--- src/rtl/core/ale_pkg.sv ---
// Package with shared types, register indexes, line codes and helper functions.
`default_nettype none

package ale_pkg;

  // Configuration register indexes
  localparam logic [2:0] REG_MODE      = 3'd0;
  localparam logic [2:0] REG_SLOW      = 3'd1;
  localparam logic [2:0] REG_TOP       = 3'd2;
  localparam logic [2:0] REG_RED_POS   = 3'd3;
  localparam logic [2:0] REG_GREEN_POS = 3'd4;
  localparam logic [2:0] REG_BLUE_POS  = 3'd5;
  localparam logic [2:0] REG_WHITE_POS = 3'd6;

  // Serial line codes, two data bits per byte
  localparam logic [7:0] CODE_11 = 8'h77;
  localparam logic [7:0] CODE_10 = 8'h17;
  localparam logic [7:0] CODE_01 = 8'h71;
  localparam logic [7:0] CODE_00 = 8'h11;

  // Duty percentages of the timer period
  localparam logic [6:0] ONE_PCT_FAST  = 7'd64;
  localparam logic [6:0] ZERO_PCT_FAST = 7'd32;
  localparam logic [6:0] ONE_PCT_SLOW  = 7'd50;
  localparam logic [6:0] ZERO_PCT_SLOW = 7'd20;

  // x / 100 as (x * 5243) >> 19, exact for x below 16384
  localparam logic [12:0] RECIP_100   = 13'd5243;
  localparam int          RECIP_SHIFT = 19;

  // Byte counts less one for each LED layout
  localparam logic [4:0] LAST_SER_3 = 5'd11;
  localparam logic [4:0] LAST_SER_4 = 5'd15;
  localparam logic [4:0] LAST_TIM_3 = 5'd23;
  localparam logic [4:0] LAST_TIM_4 = 5'd31;

  typedef struct packed {
    logic [7:0] red;
    logic [7:0] green;
    logic [7:0] blue;
    logic [7:0] white;
    logic [7:0] brightness;
  } ale_pix_t;

  typedef struct packed {
    logic       mode;
    logic [1:0] red_pos;
    logic [1:0] green_pos;
    logic [1:0] blue_pos;
    logic [1:0] white_pos;
    logic [7:0] one_duty;
    logic [7:0] zero_duty;
  } ale_cfg_t;

  typedef struct packed {
    logic [3:0][7:0] val;
    logic            four;
  } ale_slots_t;

  function automatic logic [7:0] div100(input logic [13:0] x);
    logic [26:0] p;
    p = 27'(x) * 27'(RECIP_100);
    return 8'(p >> RECIP_SHIFT);
  endfunction

  function automatic logic [7:0] scale_chan(input logic [7:0] c, input logic [7:0] b);
    logic [16:0] p;
    p = 17'(c) * (17'(b) + 17'd1);
    return 8'(p >> 8);
  endfunction

  function automatic logic [7:0] serial_code(input logic [1:0] pair);
    logic [7:0] code;
    case (pair)
      2'b11: code = CODE_11;
      2'b10: code = CODE_10;
      2'b01: code = CODE_01;
      default: code = CODE_00;
    endcase
    return code;
  endfunction

endpackage

`default_nettype wire

--- src/rtl/core/ale_if.sv ---
// Stream interfaces for the LED colour input and the coded byte output.
`default_nettype none

interface ale_in_if;
  logic       valid;
  logic       ready;
  logic [7:0] red;
  logic [7:0] green;
  logic [7:0] blue;
  logic [7:0] white;
  logic [7:0] brightness;

  modport source (output valid, red, green, blue, white, brightness, input ready);
  modport sink (input valid, red, green, blue, white, brightness, output ready);
endinterface

interface ale_out_if;
  logic       valid;
  logic       ready;
  logic [7:0] code_byte;
  logic       last;

  modport source (output valid, code_byte, last, input ready);
  modport sink (input valid, code_byte, last, output ready);
endinterface

`default_nettype wire

--- src/rtl/core/ale_cfg.sv ---
// Configuration registers and the registered timer duty values.
`default_nettype none

module ale_cfg
  import ale_pkg::*;
(
  input  wire logic       clk,
  input  wire logic       rst,
  input  wire logic       cfg_we,
  input  wire logic [2:0] cfg_index,
  input  wire logic [7:0] cfg_data,
  output ale_cfg_t        cfg
);

  logic       mode;
  logic       slow;
  logic [7:0] top;
  logic [1:0] red_pos;
  logic [1:0] green_pos;
  logic [1:0] blue_pos;
  logic [1:0] white_pos;
  logic [13:0] prod_one;
  logic [13:0] prod_zero;
  logic [7:0] one_duty;
  logic [7:0] zero_duty;

  always_ff @(posedge clk) begin
    if (rst) begin
      mode      <= 1'b0;
      slow      <= 1'b0;
      top       <= 8'd0;
      red_pos   <= 2'd1;
      green_pos <= 2'd0;
      blue_pos  <= 2'd2;
      white_pos <= 2'd1;
    end else if (cfg_we) begin
      case (cfg_index)
        REG_MODE:      mode      <= cfg_data[0];
        REG_SLOW:      slow      <= cfg_data[0];
        REG_TOP:       top       <= cfg_data;
        REG_RED_POS:   red_pos   <= cfg_data[1:0];
        REG_GREEN_POS: green_pos <= cfg_data[1:0];
        REG_BLUE_POS:  blue_pos  <= cfg_data[1:0];
        REG_WHITE_POS: white_pos <= cfg_data[1:0];
        default: ;
      endcase
    end
  end

  // Duty values follow a timer_top or slow_rate write via the product registers.
  always_ff @(posedge clk) begin
    if (rst) begin
      prod_one  <= 14'd0;
      prod_zero <= 14'd0;
      one_duty  <= 8'd0;
      zero_duty <= 8'd0;
    end else begin
      prod_one  <= 14'(top) * 14'(slow ? ONE_PCT_SLOW : ONE_PCT_FAST);
      prod_zero <= 14'(top) * 14'(slow ? ZERO_PCT_SLOW : ZERO_PCT_FAST);
      one_duty  <= div100(prod_one);
      zero_duty <= div100(prod_zero);
    end
  end

  always_comb begin
    cfg.mode      = mode;
    cfg.red_pos   = red_pos;
    cfg.green_pos = green_pos;
    cfg.blue_pos  = blue_pos;
    cfg.white_pos = white_pos;
    cfg.one_duty  = one_duty;
    cfg.zero_duty = zero_duty;
  end

endmodule

`default_nettype wire

--- src/rtl/core/ale_pack.sv ---
// Brightness scaling and placement of the colours into wire slots.
`default_nettype none

module ale_pack
  import ale_pkg::*;
(
  input  ale_pix_t   pix,
  input  ale_cfg_t   cfg,
  output ale_slots_t slots
);

  logic [7:0] r;
  logic [7:0] g;
  logic [7:0] b;
  logic [7:0] w;
  logic       four;

  assign r    = scale_chan(pix.red, pix.brightness);
  assign g    = scale_chan(pix.green, pix.brightness);
  assign b    = scale_chan(pix.blue, pix.brightness);
  assign w    = scale_chan(pix.white, pix.brightness);
  assign four = (cfg.red_pos != cfg.white_pos);

  // Later colours in the order white, red, green, blue take a shared slot.
  always_comb begin
    for (int s = 0; s < 4; s++) begin
      slots.val[s] = 8'd0;
      if (four && cfg.white_pos == 2'(s)) slots.val[s] = w;
      if (cfg.red_pos == 2'(s))   slots.val[s] = r;
      if (cfg.green_pos == 2'(s)) slots.val[s] = g;
      if (cfg.blue_pos == 2'(s))  slots.val[s] = b;
    end
    slots.four = four;
  end

endmodule

`default_nettype wire

--- src/rtl/core/ale_ser.sv ---
// Serialiser that turns the slot values into coded line bytes, one beat a cycle unless the output stalls.
`default_nettype none

module ale_ser
  import ale_pkg::*;
(
  input  wire logic  clk,
  input  wire logic  rst,
  input  wire logic  load_valid,
  output logic       load_ready,
  input  ale_slots_t slots,
  input  ale_cfg_t   cfg,
  output logic       out_valid,
  input  wire logic  out_ready,
  output logic [7:0] code_byte,
  output logic       last
);

  logic        busy;
  logic [31:0] sh;
  logic [4:0]  cnt;
  logic        advance;
  logic        finishing;
  logic        load;
  logic [7:0]  byte_next;
  logic [4:0]  cnt_load;

  assign advance    = busy && (!out_valid || out_ready);
  assign finishing  = advance && (cnt == 5'd0);
  assign load_ready = !busy || finishing;
  assign load       = load_valid && load_ready;

  assign byte_next = cfg.mode ? (sh[31] ? cfg.one_duty : cfg.zero_duty)
                              : serial_code(sh[31:30]);

  always_comb begin
    if (cfg.mode) cnt_load = slots.four ? LAST_TIM_4 : LAST_TIM_3;
    else          cnt_load = slots.four ? LAST_SER_4 : LAST_SER_3;
  end

  always_ff @(posedge clk) begin
    if (rst) begin
      busy      <= 1'b0;
      out_valid <= 1'b0;
    end else begin
      if (advance) begin
        out_valid <= 1'b1;
      end else if (out_ready) begin
        out_valid <= 1'b0;
      end
      if (load) begin
        busy <= 1'b1;
      end else if (finishing) begin
        busy <= 1'b0;
      end
    end
  end

  always_ff @(posedge clk) begin
    if (advance) begin
      code_byte <= byte_next;
      last      <= (cnt == 5'd0);
    end
    if (load) begin
      sh  <= {slots.val[0], slots.val[1], slots.val[2], slots.val[3]};
      cnt <= cnt_load;
    end else if (advance) begin
      sh  <= cfg.mode ? {sh[30:0], 1'b0} : {sh[29:0], 2'b00};
      cnt <= cnt - 5'd1;
    end
  end

`ifndef SYNTHESIS
  a_hold_on_stall: assert property (@(posedge clk) disable iff (rst)
    busy && !advance |=> busy && $stable(cnt) && $stable(sh))
    else $error("serialiser state moved while the output was stalled");

  a_count_down: assert property (@(posedge clk) disable iff (rst)
    advance && cnt != 5'd0 |=> busy && cnt == $past(cnt) - 5'd1)
    else $error("byte count did not step down by one");

  a_idle_after_last: assert property (@(posedge clk) disable iff (rst)
    finishing && !load_valid |=> !busy)
    else $error("serialiser stayed busy after the final byte");

  a_last_flag: assert property (@(posedge clk) disable iff (rst)
    advance |=> out_valid && (last == ($past(cnt) == 5'd0)))
    else $error("last flag does not match the byte count");
`endif

endmodule

`default_nettype wire

--- src/rtl/core/addressable_led_bit_encoder.sv ---
// Top level of the addressable LED bit encoder.
`default_nettype none

// Each beat on led_in is one LED colour with a brightness; the block scales the
// channels, orders them by the slot positions and sends them MSB first on led_out
// as coded line bytes, one beat per cycle unless led_out stalls. An LED yields 12
// bytes (three slots) or 16 bytes (four slots) in serial mode and 24 or 32 bytes
// in timer mode; last marks its final byte. The serialiser, one byte a cycle when
// not stalled, sets the rate; the next LED, held in the input register, loads as
// the final byte is registered, so LEDs follow without a gap. The first byte
// passes the input register and the serialiser's shift register before led_out
// registers it. Configuration is written via cfg_we, cfg_index and cfg_data; the
// user must write it only while the block is idle; the block does not enforce it.
// Duty values follow timer_top or slow_rate writes via product and duty registers.
module addressable_led_bit_encoder
  import ale_pkg::*;
(
  input  wire logic       clk,
  input  wire logic       rst,
  ale_in_if.sink          led_in,
  ale_out_if.source       led_out,
  input  wire logic       cfg_we,
  input  wire logic [2:0] cfg_index,
  input  wire logic [7:0] cfg_data
);

  ale_cfg_t   cfg;
  ale_slots_t slots;
  ale_pix_t   pix;
  logic       pix_valid;
  logic       load_ready;
  logic       in_take;

  assign led_in.ready = !pix_valid || load_ready;
  assign in_take      = led_in.valid && led_in.ready;

  always_ff @(posedge clk) begin
    if (rst) begin
      pix_valid <= 1'b0;
    end else if (led_in.ready) begin
      pix_valid <= led_in.valid;
    end
  end

  always_ff @(posedge clk) begin
    if (in_take) begin
      pix.red        <= led_in.red;
      pix.green      <= led_in.green;
      pix.blue       <= led_in.blue;
      pix.white      <= led_in.white;
      pix.brightness <= led_in.brightness;
    end
  end

  ale_cfg u_cfg (
    .clk       (clk),
    .rst       (rst),
    .cfg_we    (cfg_we),
    .cfg_index (cfg_index),
    .cfg_data  (cfg_data),
    .cfg       (cfg)
  );

  ale_pack u_pack (
    .pix   (pix),
    .cfg   (cfg),
    .slots (slots)
  );

  ale_ser u_ser (
    .clk        (clk),
    .rst        (rst),
    .load_valid (pix_valid),
    .load_ready (load_ready),
    .slots      (slots),
    .cfg        (cfg),
    .out_valid  (led_out.valid),
    .out_ready  (led_out.ready),
    .code_byte  (led_out.code_byte),
    .last       (led_out.last)
  );

endmodule

`default_nettype wire
--- src/flat_wrapper.sv ---
// flat-port wrapper written by rule: the top's interface ports become plain ports
module addressable_led_bit_encoder_flat import ale_pkg::*;
  (clk, rst, cfg_we, cfg_index, cfg_data, led_in_valid, led_in_red, led_in_green, led_in_blue, led_in_white, led_in_brightness, led_in_ready, led_out_valid, led_out_code_byte, led_out_last, led_out_ready);
  ale_in_if led_in_i ();
  ale_out_if led_out_i ();
  input  wire logic clk;
  input  wire logic rst;
  input  wire logic cfg_we;
  input  wire logic [2:0] cfg_index;
  input  wire logic [7:0] cfg_data;
  input wire logic [$bits(led_in_i.valid)-1:0] led_in_valid;
  input wire logic [$bits(led_in_i.red)-1:0] led_in_red;
  input wire logic [$bits(led_in_i.green)-1:0] led_in_green;
  input wire logic [$bits(led_in_i.blue)-1:0] led_in_blue;
  input wire logic [$bits(led_in_i.white)-1:0] led_in_white;
  input wire logic [$bits(led_in_i.brightness)-1:0] led_in_brightness;
  output wire logic [$bits(led_in_i.ready)-1:0] led_in_ready;
  output wire logic [$bits(led_out_i.valid)-1:0] led_out_valid;
  output wire logic [$bits(led_out_i.code_byte)-1:0] led_out_code_byte;
  output wire logic [$bits(led_out_i.last)-1:0] led_out_last;
  input wire logic [$bits(led_out_i.ready)-1:0] led_out_ready;
  assign led_in_i.valid = led_in_valid;
  assign led_in_i.red = led_in_red;
  assign led_in_i.green = led_in_green;
  assign led_in_i.blue = led_in_blue;
  assign led_in_i.white = led_in_white;
  assign led_in_i.brightness = led_in_brightness;
  assign led_in_ready = led_in_i.ready;
  assign led_out_valid = led_out_i.valid;
  assign led_out_code_byte = led_out_i.code_byte;
  assign led_out_last = led_out_i.last;
  assign led_out_i.ready = led_out_ready;
  addressable_led_bit_encoder u_core (.clk(clk), .rst(rst), .led_in(led_in_i), .led_out(led_out_i), .cfg_we(cfg_we), .cfg_index(cfg_index), .cfg_data(cfg_data));
endmodule
--- config.mk ---
export PLATFORM = sky130hd
export DESIGN_NAME = addressable_led_bit_encoder_flat
export DESIGN_NICKNAME = d
export VERILOG_FILES = /design/src/rtl/core/ale_pkg.sv /design/src/rtl/core/ale_if.sv /design/src/rtl/core/ale_cfg.sv /design/src/rtl/core/ale_pack.sv /design/src/rtl/core/ale_ser.sv /design/src/rtl/core/addressable_led_bit_encoder.sv /design/src/flat_wrapper.sv
export SDC_FILE = /design/constraint.sdc
export NUM_CORES = 1
export LEC_CHECK = 0
export BUFFER_PORTS_ARGS = -buffer_cell sky130_fd_sc_hd__buf_2
export CORE_ASPECT_RATIO = 1.2
export CORE_MARGIN = 1
export CORE_UTILIZATION = 25
export DETAILED_ROUTE_END_ITERATION = 8
export SYNTH_ARGS = -nofsm -noshare
export SYNTH_HDL_FRONTEND = slang
export SYNTH_SLANG_ARGS = --single-unit
--- constraint.sdc ---
create_clock -name clk -period 13.35 [get_ports clk]
set_input_delay 2.0025 -clock clk [delete_from_list [all_inputs] [get_ports clk]]
set_output_delay 2.0025 -clock clk [all_outputs]
set_load 0.01 [all_outputs]
==> qor.csv <==
stage,metric,value,unit
global_routing,grt_use_met3,0.01484,
synthesis,synthesis.nets,2932,
floorplan,coreArea,0.08622,mm^2
setup_path,slowest_stage,edfxtp_1,
setup_path,cp_num_buf_inv,3,
clocking,tritoncts,built,
global_routing,grt_most_used_layer,met2,
pwr,leakage,11.96,nW
setup_path,worstPathArrival,7.30,ns
floorplan,floorplan.initialDensity,0.2522,
clocking,cts.sinks,146,
worst_hold_path,hold_class,reg2reg,
synthesis,postSynthCellCount,2242,
global_routing,first_global_vias,15960,
routing,drt-initial-drc-count,631,
setup_path,path_cells,ha_1 -> xor2_2 -> buf_4 -> and2_1 -> fa_1 -> fa_1 -> fa_1 -> inv_1 -> fa_1 -> inv_1 -> ha_1 -> a21o_1 -> a211o_1 -> a41oi_2 -> nor2_2 -> o41ai_4 -> xnor2_4 -> o21ai_1 -> o311ai_1,
global_routing,antenna_found_initial,0,
sta,finClkSkew,0.01705,ns
final_layout,ff_latch_area,0.003785,mm^2
sta,max-slew-margin-rel,0.2476,
synthesis,synth_cell_type_count,73,
pwr,seqPwrFrac,0.217,
synthesis,yosysTopAreaCellShare,0.2513,
pwr,p_clk_frac,0.186,
global_routing,grt_pass1_wl,82470,um
synthesis,synth_area_leaders,"fa_1 25%, ha_1 21%, edfxtp_1 12%",
outcome,run_status,"complete, no violations",
clocking,cts_resized,0,
synthesis,synth_flop_cell,edfxtp_1,
sta,worst_slew_pin_slew,1.129,ns
setup_path,slowest_delay,1.05,ns
pwr,vdd_drop_max,0.07915,mV
sta,tns,0,ns
clocking,clk_latency,0.48,ns
placed_design,detailed_place_hpwl,39990,um
sta,setup_viol,0,
pwr,p_switching,1.233,mW
clocking,cts_setup_buffers,0,
synthesis,ys_ff_latch,146,
final_layout,area_growth,10.22,%
synthesis,synth-async-reset-ratio,0,
final_layout,num_antenna_cells,0,
setup_path,setup.worst_path.end_class,register,
sta,finalCritPeriodShare,0.5256,
placed_design,placed_area,0.02339,mm^2
clocking,ctsLongestPathBuffers,2,
floorplan,dieArea,0.08818,mm^2
pwr,p_comb_frac,0.597,
routing,drc,0,
placed_design,routabilityCongestion,0.8680,
sta,holdWs,0.4668,ns
routing,wl_per_cell,14.31,um
sta,rsz0062_at_grt,false,
sta,max_freq,142.5,MHz
pwr,power.internal,1.379,mW
setup_path,worstSetupPathType,reg2reg,
final_layout,fin_cells,3418,
floorplan,rows,118,
setup_path,cp_max_fo,28,
clocking,htree_levels,4,
routing,dr.pass1.iters,4,
floorplan,io_pins,67,
sta,period_needed,7.017,ns
routing,wirelength,48910,um
final_layout,drive_gt1_frac,0.07331,
synthesis,yosys_warnings,0,
clocking,numCtsBuffers,17,
setup_path,cp-start-kind,register,
clocking,clkTransAtPathRegs,0.08,ns
global_routing,grt_usage,0.1155,
pwr,powerDensity,109.0,mW/mm^2
job,max_cap_violations,0,
setup_path,r2r_setup_slack,6.33,ns
synthesis,avgSynthCellArea,9.700,um^2
global_routing,grt_overflow,0,
synthesis,synth-edff-count,86,
floorplan,die_h,325.1,um
pwr,swShare,0.4720,
final_layout,fill_cells,9218,
routing,vias,15070,
global_routing,gr-usage-met1,0.1508,
global_routing,grt_max_degree,61,
setup_path,required,13.64,ns
setup_path,cp_top_family,adder cells,
floorplan,die_width,271.2,um
final_layout,fin_nets,2955,
final_layout,design_area,0.02397,mm^2
synthesis,yosys.area.top_type,fa_1,
synthesis,ys_seq_area_frac,0.1740,
placed_design,dp.cells,3386,
setup_path,path_common_cell,fa_1,
routing,antenna_left,0,
placed_design,port_buffers,66,
sta,slew_violations,0,
routing,viasPerCell,4.409,
synthesis,netlist_area,0.02175,mm^2
global_routing,grtUsageMet2,0.1929,
sta,hold_violations,0,
clocking,hold_buffers,0,
final_layout,multi_input_area,0.01613,mm^2
clocking,root_buffer,clkbuf_16,
-- power by group through the flow --
stage | Clock, mW | Sequential, mW | Combinational [mW]
3_3_place_gp | 0 | 0.575 | 1.54
2_1_floorplan | 0 | 0.553 | 1.14
5_1_grt | 0.520 | 0.570 | 1.75
4_1_cts | 0.503 | 0.566 | 1.57
6_report | 0.487 | 0.566 | 1.56
3_5_place_dp | 0 | 0.575 | 1.55
-- cell families (layout without fill, tap and decap cells) --
family	Yosys count	in the layout	synth area share
AOI/OAI and AO/OA	266	266	0.08849
xor gates and xnor gates	76	76	0.03147
adders and majority gates	634	634	0.4590
buffers and inverters	504	540	0.08716
DFF	146	146	0.1740
muxes	54	54	0.02566
and+or+nand+nor	562	562	0.1342
-- state kept, by name, summed over array words and instances, names as in the netlist, 5 cells and up --
name / flops
u_core.u_ser.code_byte: 8
u_core.u_ser.sh: 32
u_core.u_cfg.prod_one: 13
u_core.u_cfg.one_duty: 8
u_core.u_ser.cnt: 5
u_core.u_cfg.top: 8
u_core.pix: 40
u_core.u_cfg.zero_duty: 8
u_core.u_cfg.prod_zero: 10
-- layout by cell type, fill, tap and decap left out, types with 6 or more instances in the layout --
cell	n
o31ai_1	6
or2_2	7
mux2i_1	40
nand2_1	146
o21ai_0	46
a2bb2oi_1	7
o221ai_1	17
a21o_1	20
a221oi_1	8
and2_1	167
nand2b_1	23
buf_2	66
xor2_1	22
o22ai_1	9
fa_1	273
and3_1	6
clkbuf_16	17
a31oi_1	13
nand3_1	13
a211oi_1	11
o211ai_1	16
inv_1	427
o21ai_1	6
nand4_1	6
xnor2_1	47
edfxtp_1	86
or3_1	7
nor2b_1	36
o21a_1	7
a21oi_1	52
nor3_1	23
nand4b_1	7
ha_1	361
nor2_1	99
buf_4	15
mux2_2	14
dfxtp_1	59
-- final timing paths --
path / from / endpoint / cells after the start
worst max register to register: u_core.pix[0] / u_core.u_ser.sh[15] / 19
worst min-delay path: u_core.u_ser.busy / u_core.u_ser.out_valid / 2
worst max-delay path: u_core.pix[0] / u_core.u_ser.sh[15] / 19
worst min register to register: u_core.u_ser.busy / u_core.u_ser.out_valid / 2
-- per-stage QoR --
step	power, mW	worst slack [ns]	util
floorplan	1.694	7.683	-
global placement	2.113	6.492	0.2713
detailed placement	2.130	6.271	0.2713
CTS	2.636	6.259	0.2780
global route	2.841	5.899	0.2780
finish	2.612	6.333	0.2780
-- worst min-delay path, stage by stage, from the launching register on --
cell,delay (ns)
dfxtp_1,0.31
inv_1,0.07
a21oi_1,0.06
-- final cells by class --
type / count / share of cell area
multi-input cells: 1592 / 0.6731
flip-flops and latches: 146 / 0.1579
inverters: 427 / 0.06687
well taps: 1140 / 0.05951
repair buffers: 81 / 0.01848
clock buffers: 18 / 0.01832
clock inverters: 14 / 0.005846
-- metal layers --
| metal | vias to the layer above | part of all wire |
|---|---|---|
| li1 | 7363 | - |
| met1 | 7378 | 0.46 |
| met2 | 259 | 0.47 |
| met3 | 69 | 0.030 |
| met4 | 0 | 0.034 |
| met5 | - | 0 |
-- synthesized netlist by cell type, drive strengths merged (12+ instances only) --
| library cell | count |
|---|---|
| a31oi | 13 |
| inv | 427 |
| xnor2 | 51 |
| dfxtp | 60 |
| nor2 | 100 |
| o211ai | 16 |
| nor3 | 26 |
| fa | 273 |
| nor2b | 37 |
| ha | 361 |
| a21o | 20 |
| nand2b | 25 |
| o21ai | 52 |
| nand2 | 146 |
| a211oi | 12 |
| nand3 | 13 |
| mux2i | 40 |
| and2 | 167 |
| xor2 | 25 |
| mux2 | 14 |
| a21oi | 53 |
| o221ai | 17 |
| edfxtp | 86 |
| clkbuf | 68 |
No activity file was read; power rests on OpenSTA's default activity.
